===== src/rtl/assert_macros.svh =====
// Assertion macros for the RTL files that carry assertions.
// Standalone header; needs no package and no other file.
`ifndef ASSERT_MACROS_SVH
`define ASSERT_MACROS_SVH

// Same-cycle implication, disabled while reset is high.
`define ASSERT_IMPLIES(label, clk, rst, ante, cons, msg) \
  label: assert property (@(posedge clk) disable iff (rst) (ante) |-> (cons)) \
    else $error(msg);

// Next-cycle implication, disabled while reset is high.
`define ASSERT_NEXT(label, clk, rst, ante, cons, msg) \
  label: assert property (@(posedge clk) disable iff (rst) (ante) |=> (cons)) \
    else $error(msg);

`endif


===== src/rtl/sces_pkg.sv =====
// Shared types, scancode and character constants, and keymap lookup
// functions for the scancode to escape sequence unit. No dependencies.
`default_nettype none

package sces_pkg;

  localparam int SEQ_MAX = 8;
  localparam int SEQ_IDX_W = 3;
  localparam int SEQ_CNT_W = 4;

  typedef logic [7:0] byte_t;

  // Modifier bit positions.
  localparam int MOD_CTRL  = 0;
  localparam int MOD_SHIFT = 1;
  localparam int MOD_ALT   = 2;
  localparam int MOD_META  = 3;

  // LED bit positions.
  localparam int SCROLL_LOCK_BIT = 0;
  localparam int NUM_LOCK_BIT    = 1;
  localparam int CAPS_LOCK_BIT   = 2;

  // Result kinds.
  localparam logic KIND_CHAR = 1'b0;
  localparam logic KIND_LED  = 1'b1;

  localparam int BREAK_BIT = 7;

  // Raw bytes.
  localparam byte_t SC_NULL   = 8'h00;
  localparam byte_t SC_ACK    = 8'hFA;
  localparam byte_t SC_RESEND = 8'hFE;
  localparam byte_t SC_CAPS   = 8'h3A;
  localparam byte_t SC_NUM    = 8'h45;
  localparam byte_t SC_SCROLL = 8'h46;

  // Key codes with the break bit stripped.
  localparam logic [6:0] SC_CTRL     = 7'h1D;
  localparam logic [6:0] SC_LSHIFT   = 7'h2A;
  localparam logic [6:0] SC_RSHIFT   = 7'h36;
  localparam logic [6:0] SC_ALT      = 7'h38;
  localparam logic [6:0] SC_ALTGR    = 7'h60;
  localparam logic [6:0] SC_LMETA    = 7'h5B;
  localparam logic [6:0] SC_RMETA    = 7'h5C;
  localparam logic [6:0] SC_KP_MINUS = 7'h4A;
  localparam logic [6:0] SC_KP_PLUS  = 7'h4E;
  localparam logic [6:0] SC_KP_FIVE  = 7'h4C;

  // Characters used in sequences.
  localparam byte_t CH_ESC    = 8'h1B;
  localparam byte_t CH_ZERO   = 8'h30;
  localparam byte_t CH_ONE    = 8'h31;
  localparam byte_t CH_LBRACK = 8'h5B;
  localparam byte_t CH_SEMI   = 8'h3B;
  localparam byte_t CH_UPPERO = 8'h4F;
  localparam byte_t CH_MINUS  = 8'h2D;
  localparam byte_t CH_PLUS   = 8'h2B;
  localparam byte_t CH_FIVE   = 8'h35;
  localparam byte_t CH_LOWA   = 8'h61;
  localparam byte_t CH_LOWZ   = 8'h7A;

  typedef struct packed {
    logic [3:0] mods;
    logic [2:0] leds;
  } state_t;

  // One decoded scancode: up to eight bytes, or one LED update.
  typedef struct packed {
    logic                     kind;
    logic [2:0]               leds;
    logic [SEQ_CNT_W-1:0]     count;
    byte_t [SEQ_MAX-1:0]      bytes;
  } seq_t;

  // Navigation and function key entry.
  typedef struct packed {
    logic       hit;
    logic       has_short;
    logic       short_o;
    byte_t      short_s;
    logic [1:0] x_tens;
    logic [3:0] x_ones;
    byte_t      fin;
  } nav_t;

  function automatic byte_t key_glyph(input logic [5:0] idx, input logic shifted);
    byte_t lo;
    byte_t up;
    lo = '0;
    up = '0;
    case (idx)
      6'd1:  {lo, up} = {8'h1B, 8'h1B};
      6'd2:  {lo, up} = {"1", "!"};
      6'd3:  {lo, up} = {"2", "@"};
      6'd4:  {lo, up} = {"3", "#"};
      6'd5:  {lo, up} = {"4", "$"};
      6'd6:  {lo, up} = {"5", "%"};
      6'd7:  {lo, up} = {"6", "^"};
      6'd8:  {lo, up} = {"7", "&"};
      6'd9:  {lo, up} = {"8", "*"};
      6'd10: {lo, up} = {"9", "("};
      6'd11: {lo, up} = {"0", ")"};
      6'd12: {lo, up} = {"-", "_"};
      6'd13: {lo, up} = {"=", "+"};
      6'd14: {lo, up} = {8'h08, 8'h08};
      6'd15: {lo, up} = {8'h09, 8'h09};
      6'd16: {lo, up} = {"q", "Q"};
      6'd17: {lo, up} = {"w", "W"};
      6'd18: {lo, up} = {"e", "E"};
      6'd19: {lo, up} = {"r", "R"};
      6'd20: {lo, up} = {"t", "T"};
      6'd21: {lo, up} = {"y", "Y"};
      6'd22: {lo, up} = {"u", "U"};
      6'd23: {lo, up} = {"i", "I"};
      6'd24: {lo, up} = {"o", "O"};
      6'd25: {lo, up} = {"p", "P"};
      6'd26: {lo, up} = {"[", "{"};
      6'd27: {lo, up} = {"]", "}"};
      6'd28: {lo, up} = {8'h0A, 8'h0A};
      6'd30: {lo, up} = {"a", "A"};
      6'd31: {lo, up} = {"s", "S"};
      6'd32: {lo, up} = {"d", "D"};
      6'd33: {lo, up} = {"f", "F"};
      6'd34: {lo, up} = {"g", "G"};
      6'd35: {lo, up} = {"h", "H"};
      6'd36: {lo, up} = {"j", "J"};
      6'd37: {lo, up} = {"k", "K"};
      6'd38: {lo, up} = {"l", "L"};
      6'd39: {lo, up} = {";", ":"};
      6'd40: {lo, up} = {8'h27, 8'h22};
      6'd41: {lo, up} = {8'h60, 8'h7E};
      6'd43: {lo, up} = {8'h5C, 8'h7C};
      6'd44: {lo, up} = {"z", "Z"};
      6'd45: {lo, up} = {"x", "X"};
      6'd46: {lo, up} = {"c", "C"};
      6'd47: {lo, up} = {"v", "V"};
      6'd48: {lo, up} = {"b", "B"};
      6'd49: {lo, up} = {"n", "N"};
      6'd50: {lo, up} = {"m", "M"};
      6'd51: {lo, up} = {",", "<"};
      6'd52: {lo, up} = {".", ">"};
      6'd53: {lo, up} = {"/", "?"};
      6'd57: {lo, up} = {8'h20, 8'h20};
      default: {lo, up} = 16'h0000;
    endcase
    return shifted ? up : lo;
  endfunction

  function automatic nav_t nav_lookup(input logic [6:0] code);
    nav_t r;
    r = '0;
    case (code)
      7'h48: r = '{1'b1, 1'b1, 1'b0, "A", 2'd0, 4'd1, "A"};
      7'h50: r = '{1'b1, 1'b1, 1'b0, "B", 2'd0, 4'd1, "B"};
      7'h4D: r = '{1'b1, 1'b1, 1'b0, "C", 2'd0, 4'd1, "C"};
      7'h4B: r = '{1'b1, 1'b1, 1'b0, "D", 2'd0, 4'd1, "D"};
      7'h47: r = '{1'b1, 1'b1, 1'b0, "H", 2'd0, 4'd1, "H"};
      7'h4F: r = '{1'b1, 1'b1, 1'b0, "F", 2'd0, 4'd1, "F"};
      7'h49: r = '{1'b1, 1'b0, 1'b0, 8'h00, 2'd0, 4'd5, "~"};
      7'h51: r = '{1'b1, 1'b0, 1'b0, 8'h00, 2'd0, 4'd6, "~"};
      7'h52: r = '{1'b1, 1'b0, 1'b0, 8'h00, 2'd0, 4'd2, "~"};
      7'h53: r = '{1'b1, 1'b0, 1'b0, 8'h00, 2'd0, 4'd3, "~"};
      7'h3B: r = '{1'b1, 1'b1, 1'b1, "P", 2'd1, 4'd1, "~"};
      7'h3C: r = '{1'b1, 1'b1, 1'b1, "Q", 2'd1, 4'd2, "~"};
      7'h3D: r = '{1'b1, 1'b1, 1'b1, "R", 2'd1, 4'd3, "~"};
      7'h3E: r = '{1'b1, 1'b1, 1'b1, "S", 2'd1, 4'd4, "~"};
      7'h3F: r = '{1'b1, 1'b0, 1'b0, 8'h00, 2'd1, 4'd5, "~"};
      7'h40: r = '{1'b1, 1'b0, 1'b0, 8'h00, 2'd1, 4'd7, "~"};
      7'h41: r = '{1'b1, 1'b0, 1'b0, 8'h00, 2'd1, 4'd8, "~"};
      7'h42: r = '{1'b1, 1'b0, 1'b0, 8'h00, 2'd1, 4'd9, "~"};
      7'h43: r = '{1'b1, 1'b0, 1'b0, 8'h00, 2'd2, 4'd0, "~"};
      7'h44: r = '{1'b1, 1'b0, 1'b0, 8'h00, 2'd2, 4'd1, "~"};
      7'h57: r = '{1'b1, 1'b0, 1'b0, 8'h00, 2'd2, 4'd3, "~"};
      7'h58: r = '{1'b1, 1'b0, 1'b0, 8'h00, 2'd2, 4'd4, "~"};
      7'h37: r = '{1'b1, 1'b0, 1'b0, 8'h00, 2'd2, 4'd5, "~"};
      default: r = '0;
    endcase
    return r;
  endfunction

endpackage

`default_nettype wire


===== src/rtl/sces_state_ram.sv =====
// Single-entry synchronous state memory with registered read data.
// Uses sces_pkg for the state word type.
`default_nettype none

module sces_state_ram (
  input  wire logic            clk,
  input  wire logic            rst,
  input  wire logic            we,
  input  wire sces_pkg::state_t wdata,
  output sces_pkg::state_t     rdata
);

  sces_pkg::state_t mem [1];
  sces_pkg::state_t q;
  logic             written;
  logic             rd_written;

  // Read-first: a read in the cycle of a write returns the old word.
  always_ff @(posedge clk) begin
    if (we) begin
      mem[0] <= wdata;
    end
    q <= mem[0];
  end

  // The entry reads as zero until first written after reset.
  always_ff @(posedge clk) begin
    if (rst) begin
      written    <= 1'b0;
      rd_written <= 1'b0;
    end else begin
      if (we) begin
        written <= 1'b1;
      end
      rd_written <= written;
    end
  end

  assign rdata = rd_written ? q : '0;

endmodule

`default_nettype wire


===== src/rtl/sces_decode.sv =====
// Decodes one scancode against the current modifier and LED state into
// the next state and a byte sequence. Uses sces_pkg tables and types.
`default_nettype none

module sces_decode (
  input  wire logic [7:0]      scancode,
  input  wire sces_pkg::state_t cur,
  output sces_pkg::state_t     nxt,
  output sces_pkg::seq_t       seq
);

  logic                 brk;
  logic [6:0]           code;
  logic [3:0]           mod_bit;
  sces_pkg::byte_t      lo_glyph;
  sces_pkg::byte_t      glyph;
  logic                 alpha;
  sces_pkg::nav_t       nav;
  logic [4:0]           xmod;
  logic [3:0]           xmod_ones;
  logic [3:0]           pos;

  assign brk  = scancode[sces_pkg::BREAK_BIT];
  assign code = scancode[6:0];
  assign nav  = sces_pkg::nav_lookup(code);

  assign lo_glyph = sces_pkg::key_glyph(code[5:0], 1'b0);
  assign alpha    = (lo_glyph >= sces_pkg::CH_LOWA) && (lo_glyph <= sces_pkg::CH_LOWZ);
  assign glyph    = sces_pkg::key_glyph(code[5:0],
                      cur.mods[sces_pkg::MOD_SHIFT] ||
                      (cur.leds[sces_pkg::CAPS_LOCK_BIT] && alpha));

  // xterm modifier number: 1 + shift + 2*alt + 4*ctrl + 8*meta.
  assign xmod = 5'd1 + {4'd0, cur.mods[sces_pkg::MOD_SHIFT]}
                     + {3'd0, cur.mods[sces_pkg::MOD_ALT], 1'b0}
                     + {2'd0, cur.mods[sces_pkg::MOD_CTRL], 2'b0}
                     + {1'd0, cur.mods[sces_pkg::MOD_META], 3'b0};
  assign xmod_ones = (xmod >= 5'd10) ? 4'(xmod - 5'd10) : xmod[3:0];

  always_comb begin
    mod_bit = '0;
    if (code == sces_pkg::SC_CTRL) begin
      mod_bit[sces_pkg::MOD_CTRL] = 1'b1;
    end
    if (code inside {sces_pkg::SC_LSHIFT, sces_pkg::SC_RSHIFT}) begin
      mod_bit[sces_pkg::MOD_SHIFT] = 1'b1;
    end
    if (code inside {sces_pkg::SC_ALT, sces_pkg::SC_ALTGR}) begin
      mod_bit[sces_pkg::MOD_ALT] = 1'b1;
    end
    if (code inside {sces_pkg::SC_LMETA, sces_pkg::SC_RMETA}) begin
      mod_bit[sces_pkg::MOD_META] = 1'b1;
    end
  end

  always_comb begin
    nxt      = cur;
    seq      = '0;
    seq.kind = sces_pkg::KIND_CHAR;
    seq.leds = cur.leds;
    pos      = '0;
    if (scancode inside {sces_pkg::SC_NULL, sces_pkg::SC_ACK, sces_pkg::SC_RESEND}) begin
      seq.count = '0;
    end else if (scancode == sces_pkg::SC_CAPS) begin
      nxt.leds[sces_pkg::CAPS_LOCK_BIT] = ~cur.leds[sces_pkg::CAPS_LOCK_BIT];
      seq.kind  = sces_pkg::KIND_LED;
      seq.leds  = nxt.leds;
      seq.count = 4'd1;
    end else if (scancode == sces_pkg::SC_NUM) begin
      nxt.leds[sces_pkg::NUM_LOCK_BIT] = ~cur.leds[sces_pkg::NUM_LOCK_BIT];
      seq.kind  = sces_pkg::KIND_LED;
      seq.leds  = nxt.leds;
      seq.count = 4'd1;
    end else if (scancode == sces_pkg::SC_SCROLL) begin
      nxt.leds[sces_pkg::SCROLL_LOCK_BIT] = ~cur.leds[sces_pkg::SCROLL_LOCK_BIT];
      seq.kind  = sces_pkg::KIND_LED;
      seq.leds  = nxt.leds;
      seq.count = 4'd1;
    end else if (mod_bit != '0) begin
      nxt.mods = brk ? (cur.mods & ~mod_bit) : (cur.mods | mod_bit);
    end else if (brk) begin
      seq.count = '0;
    end else if (!code[6] && glyph != '0) begin
      seq.bytes[0] = glyph;
      seq.count    = 4'd1;
    end else if (cur.mods == '0 && nav.has_short) begin
      seq.bytes[0] = sces_pkg::CH_ESC;
      seq.bytes[1] = nav.short_o ? sces_pkg::CH_UPPERO : sces_pkg::CH_LBRACK;
      seq.bytes[2] = nav.short_s;
      seq.count    = 4'd3;
    end else if (nav.hit) begin
      seq.bytes[0] = sces_pkg::CH_ESC;
      seq.bytes[1] = sces_pkg::CH_LBRACK;
      pos = 4'd2;
      if (nav.x_tens != '0) begin
        seq.bytes[pos[2:0]] = sces_pkg::CH_ZERO | {6'd0, nav.x_tens};
        pos = pos + 4'd1;
      end
      seq.bytes[pos[2:0]] = sces_pkg::CH_ZERO | {4'd0, nav.x_ones};
      pos = pos + 4'd1;
      if (xmod != 5'd1) begin
        seq.bytes[pos[2:0]] = sces_pkg::CH_SEMI;
        pos = pos + 4'd1;
        if (xmod >= 5'd10) begin
          seq.bytes[pos[2:0]] = sces_pkg::CH_ONE;
          pos = pos + 4'd1;
        end
        seq.bytes[pos[2:0]] = sces_pkg::CH_ZERO | {4'd0, xmod_ones};
        pos = pos + 4'd1;
      end
      seq.bytes[pos[2:0]] = nav.fin;
      pos = pos + 4'd1;
      seq.count = pos;
    end else if (code == sces_pkg::SC_KP_MINUS) begin
      seq.bytes[0] = sces_pkg::CH_MINUS;
      seq.count    = 4'd1;
    end else if (code == sces_pkg::SC_KP_PLUS) begin
      seq.bytes[0] = sces_pkg::CH_PLUS;
      seq.count    = 4'd1;
    end else if (code == sces_pkg::SC_KP_FIVE) begin
      seq.bytes[0] = sces_pkg::CH_FIVE;
      seq.count    = 4'd1;
    end
  end

endmodule

`default_nettype wire


===== src/rtl/sces_serializer.sv =====
// Holds one decoded sequence and hands it out one word per cycle while res_ready is high.
// Uses sces_pkg for the sequence type and sizes.
`default_nettype none

module sces_serializer (
  input  wire logic            clk,
  input  wire logic            rst,
  input  wire logic            load,
  input  wire sces_pkg::seq_t  seq_in,
  output logic                 load_ok,
  output logic                 res_valid,
  input  wire logic            res_ready,
  output logic                 kind,
  output logic [7:0]           char_byte,
  output logic [2:0]           led_bits,
  output logic                 last
);

  sces_pkg::seq_t                     held;
  logic                               busy;
  logic [sces_pkg::SEQ_IDX_W-1:0]     idx;
  logic                               last_now;

  assign last_now = (sces_pkg::SEQ_CNT_W'(idx) + 1'b1) == held.count;

  // A new sequence may load while the final word of the current one leaves.
  assign load_ok = !busy || (res_ready && last_now);

  always_ff @(posedge clk) begin
    if (rst) begin
      busy <= 1'b0;
      idx  <= '0;
    end else if (load) begin
      busy <= 1'b1;
      idx  <= '0;
    end else if (busy && res_ready) begin
      if (last_now) begin
        busy <= 1'b0;
      end else begin
        idx <= idx + 1'b1;
      end
    end
  end

  always_ff @(posedge clk) begin
    if (load) begin
      held <= seq_in;
    end
  end

  assign res_valid = busy;
  assign kind      = held.kind;
  assign char_byte = held.bytes[idx];
  assign led_bits  = held.leds;
  assign last      = last_now;

endmodule

`default_nettype wire


===== src/rtl/scancode_to_escape_sequence_unit.sv =====
// Set-1 scancode to terminal escape sequence converter (top level).
// The first word of a scancode is offered by the serializer register once the decode stage hands it over.
// A new scancode is taken while the result serializer still hands out the words (0 to 8) of
// the last one, one word per cycle while res_ready is high; the state memory is read every cycle
// and written as each scancode retires.
// Reset (rst, synchronous): modifiers and LEDs read as zero, pipeline and serializer empty.
// Depends on sces_pkg, sces_state_ram, sces_decode, sces_serializer and assert_macros.svh.
`default_nettype none

module scancode_to_escape_sequence_unit (
  input  wire logic        clk,
  input  wire logic        rst,
  input  wire logic        key_valid,
  output logic             key_ready,
  input  wire logic [7:0]  scancode,
  output logic             res_valid,
  input  wire logic        res_ready,
  output logic             kind,
  output logic [7:0]       char_byte,
  output logic [2:0]       led_bits,
  output logic             last
);

  `include "assert_macros.svh"

  // Stage 1 holds the accepted scancode while the state word is read.
  logic              s1_valid;
  logic [7:0]        s1_code;
  logic              s1_fire;
  logic              key_acc;

  // State memory and the bypass of the word written on the previous edge.
  sces_pkg::state_t  ram_rdata;
  sces_pkg::state_t  cur_state;
  sces_pkg::state_t  nxt_state;
  logic              state_we;
  logic              fwd_valid;
  sces_pkg::state_t  fwd_state;

  sces_pkg::seq_t    seq;
  logic              ser_load;
  logic              ser_load_ok;

  assign key_acc = key_valid && key_ready;

  // The memory is read every cycle, so its output always reflects every
  // write but one made on the last edge; that one comes from the bypass register.
  // This keeps back-to-back scancodes (and a stalled one) on current state.
  sces_state_ram u_state_ram (
    .clk   (clk),
    .rst   (rst),
    .we    (state_we),
    .wdata (nxt_state),
    .rdata (ram_rdata)
  );

  assign cur_state = fwd_valid ? fwd_state : ram_rdata;

  sces_decode u_decode (
    .scancode (s1_code),
    .cur      (cur_state),
    .nxt      (nxt_state),
    .seq      (seq)
  );

  // A scancode with no words retires at once; one with words waits until
  // the serializer can take its sequence. State is written as it retires.
  assign s1_fire   = s1_valid && ((seq.count == '0) || ser_load_ok);
  assign state_we  = s1_fire;
  assign ser_load  = s1_fire && (seq.count != '0);
  assign key_ready = !s1_valid || s1_fire;

  always_ff @(posedge clk) begin
    if (rst) begin
      s1_valid  <= 1'b0;
      fwd_valid <= 1'b0;
    end else begin
      if (key_acc) begin
        s1_valid <= 1'b1;
      end else if (s1_fire) begin
        s1_valid <= 1'b0;
      end
      fwd_valid <= state_we;
    end
  end

  always_ff @(posedge clk) begin
    if (key_acc) begin
      s1_code <= scancode;
    end
    fwd_state <= nxt_state;
  end

  // The serializer register parts the result side from the decode side,
  // so a new scancode is taken while a word waits to be accepted.
  sces_serializer u_serializer (
    .clk       (clk),
    .rst       (rst),
    .load      (ser_load),
    .seq_in    (seq),
    .load_ok   (ser_load_ok),
    .res_valid (res_valid),
    .res_ready (res_ready),
    .kind      (kind),
    .char_byte (char_byte),
    .led_bits  (led_bits),
    .last      (last)
  );

  // An LED update is always a single word with a zero character.
  `ASSERT_IMPLIES(a_led_single, clk, rst, res_valid && (kind == sces_pkg::KIND_LED), last && (char_byte == 8'h00), "LED word is not a lone zero-character word")
  // A sequence is delivered without gaps once it has started.
  `ASSERT_NEXT(a_seq_no_gap, clk, rst, res_valid && !last, res_valid, "result sequence broke off before its last word")
  // An accepted scancode always lands in the decode stage.
  `ASSERT_NEXT(a_key_lands, clk, rst, key_acc, s1_valid, "accepted scancode was lost")

endmodule

`default_nettype wire


===== config.mk =====
export PLATFORM = sky130hd
export DESIGN_NAME = scancode_to_escape_sequence_unit
export DESIGN_NICKNAME = d
export VERILOG_FILES = /design/src/rtl/sces_pkg.sv /design/src/rtl/sces_state_ram.sv /design/src/rtl/sces_decode.sv /design/src/rtl/sces_serializer.sv /design/src/rtl/scancode_to_escape_sequence_unit.sv
export VERILOG_INCLUDE_DIRS = /design/src /design/src/rtl
export SDC_FILE = /design/constraint.sdc
export NUM_CORES = 1
export LEC_CHECK = 0
export ABC_AREA = 1
export BUFFER_PORTS_ARGS = -buffer_cell sky130_fd_sc_hd__buf_4
export CORE_MARGIN = 8
export CORE_UTILIZATION = 39
export CTS_CLUSTER_SIZE = 40
export DETAILED_ROUTE_END_ITERATION = 10
export PLACE_DENSITY_LB_ADDON = 0.08
export SYNTH_ARGS = -nofsm -noshare
export SYNTH_HDL_FRONTEND = slang
export SYNTH_SLANG_ARGS = --single-unit
export TNS_END_PERCENT = 5

===== constraint.sdc =====
create_clock -name clk -period 11.83 [get_ports clk]
set_clock_uncertainty 0.15 [all_clocks]
set_input_delay 0.5915 -clock clk [delete_from_list [all_inputs] [get_ports clk]]
set_output_delay 0.5915 -clock clk [all_outputs]
set_load 0.02 [all_outputs]

==> qor.txt <==
Row count = 49
Period utilisation layout = 53.0%
Final hold slack = 0.194 ns
Antenna violations before repair = 0
Clock Tree Root = clkbuf_16
Worst-Margin Slew = 0.775 ns
Clock tree sinks = 110
CTS Buffer Depth = 2
Tmin final = 6.27 ns
WL met3 = 937 um
Fraction of registers with async set/reset = 0%
Die X = 150 um
GPL Wtd Cong = 0.891
CP required = 11.92 ns
Status = complete, no violations
Worst-path clk slew = 0.08 ns
Min-Delay Path Class = reg -> reg
Number of synthesized flops with an enable pin = 74
Max IR drop VDD = 66.9 uV
WS Path Type = reg -> reg
Largest fanout on the critical path = 13
Total GRT Usage = 17.4%
Synth Flop Type = edfxtp_1
Share of layout cells above drive strength 1 = 11.4%
DRC = 0
Reported leakage power = 3.44 nW
Post-synthesis cell type count = 54
CTS buffer count = 9
Top cell by count, worst path = nand2_1
Routed vias = 6109
Slew HR = 48.4%
Met2 WL = 8630 um
RSZ-0062 raised after global routing = false
Buf/Inv on CP = 5
Highest routed layer = met4
Met1 wire length = 8940 um
Area leader, netlist = edfxtp_1
Antenna-violating nets left = 0
Max-slew violation count = 0
Nets = 978
Sequential cell area fraction in the yosys report = 41.8%
Post_cts resized = 0
Port-buffer cells = 25
Syn_area_per_cell = 7.55 sq um
Setup crit end kind = flop
Arrival time at the worst endpoint = 6.37 ns
Initial Util = 39.5%
Die Y = 150 um
Hold_buf cts = 0
Crit-path leading delay family = simple AND/OR/NAND/NOR gates
ANT cells = 0
Wire per inst = 16.0 um
Flops & latches, synth = 110
First-pass GRT wire length = 31100 um
Htree depth = 3
Count of boundary I/O pins = 27
CP startpoint kind = flop
Filler cells = 1845
Total die area = 22600 sq um
Fin. Hold Viols = 0
Largest net degree at the start of global routing = 61
Most frequent cell after synthesis = nand2_1
Area growth syn-to-layout = 8.92%
Core ar. = 17800 sq um
Multi-input gate area = 3530 sq um
Largest cells by area after synthesis = edfxtp_1 (32%), nand2_1 (12%), dfxtp_1 (10%)
GRT overflow = 0
Crit-path slowest cell = dfxtp_1
Hpwl dp = 14400 um
Max_cap viols = 0
CTS tree = yes
Yosys warnings = 0
DRC violation total after the first TritonRoute iteration = 484
Setup bufs post-CTS = 0
Crit path largest cell delay = 0.57 ns
DRT Pass-1 Iters = 7
Mapped Area = 7040 sq um
Final WL = 18900 um
Vias per cell = 5.18
P per Cell Area = 121 nW/um^2
Setup TNS = 0 ns
Final setup viols = 0
Synth top area share = 31.6%
Clk_lat worst skew = 0.35 ns
Storage element area = 2940 sq um
Top cells by count, synth = nand2_1 (234), nor2_1 (132), inv_1 (91), nand3_1 (89), edfxtp_1 (74)
Instance count of the mapped netlist = 932
Vias in the first global route = 5956
Fmax = 0.159 GHz
per-stage QoR:
step           setup WS, ns  cell area, sq um  utilization (%)  power (W)  std cells
2_1_floorplan          6.03              7040                -   0.000582        933
3_3_place_gp           5.79              7360             41.3   0.000629       1164
3_5_place_dp           5.59              7360             41.3   0.000627       1164
4_1_cts                5.54              7670             43.0   0.000938       1180
5_1_grt                4.88              7670             43.0   0.000978       1180
6_report               5.56              7670             43.0   0.000928       1180
routing by layer:
metal	global-route usage (%)	vias up
li1	-	3138
met2	27.8	167
met3	3.07	23
met1	23.5	2781
met4	5.65	0
met5	0	-
state kept, by name (all words and copies together), names as in the netlist, named ones only:
register,cells
fwd_state,7
u_decode.lo_glyph,7
s1_code,8
u_state_ram.rd_written,1
u_state_ram.written,1
u_state_ram.q,7
s1_valid,1
u_serializer.led_bits,3
u_serializer.held,55
u_serializer.idx,3
fwd_valid,1
u_serializer.res_valid,1
u_state_ram.mem,7
u_serializer.kind,1
final timing paths:
path	start	end	slack [ns]	cells past startpoint
worst max-delay path	fwd_valid	flop	5.56	32
worst max register to register	fwd_valid	flop	5.56	32
worst min register to register	u_state_ram.mem[0][1]	u_state_ram.q[1]	0.19	0
worst min-delay path	u_state_ram.mem[0][1]	u_state_ram.q[1]	0.19	0
worst register-to-register path: cells and delay by family (launching register included):
family,cells,cell delay [ns]
AO/OA/AOI/OAI,3,0.97
adder cells (fa/ha/maj),6,1.63
AND/OR/NAND/NOR,18,2.15
flip-flops,1,0.57
buffers and inverters,5,0.72
power by group:
| part | internal, W | switching (W) | total (W) |
|---|---|---|---|
| Combinational | 0.0000542 | 0.000123 | 0.000177 |
| Clock | 0.000161 | 0.000148 | 0.000308 |
| Sequential | 0.000432 | 0.00000995 | 0.000442 |
final cells by class:
type | instances | share of cell area, %
clock inverters | 6 | 0.751
well taps | 229 | 3.74
repair buffers | 28 | 2.74
flip-flops and latches | 110 | 38.4
clock buffers | 10 | 3.26
multi-input cells | 694 | 46.0
inverters | 103 | 5.09
kinds of logic (layout without fill, tap and decap cells):
| family | Yosys count | in the layout | share of synthesized area (%) |
|---|---|---|---|
| and+or+nand+nor | 526 | 526 | 33.7 |
| AOI/OAI and AO/OA | 136 | 136 | 11.6 |
| buffers and inverters | 129 | 147 | 8.10 |
| DFF | 110 | 110 | 41.8 |
| adders and majority gates | 20 | 20 | 3.55 |
| xor gates and xnor gates | 10 | 10 | 1.24 |
| other | 1 | 2 | 0.0533 |
cells in the final DEF (no fill, tap or decap), types with 6 or more instances in the layout:
cell type,netlist,layout
buf_4,6,28
nor3_1,6,6
inv_2,10,11
nand2_4,6,6
o22ai_1,25,25
clkbuf_16,0,10
nor2_1,132,132
nand2_1,234,234
ha_1,20,20
nand3_1,89,89
dfxtp_1,36,36
a31oi_1,6,6
inv_1,91,90
nand2_2,20,20
nand4_1,8,8
a21oi_1,26,26
o21ai_0,46,46
edfxtp_1,74,74
xor2_1,8,8
nand3b_1,8,8
(Power assumes the default switching activity.)
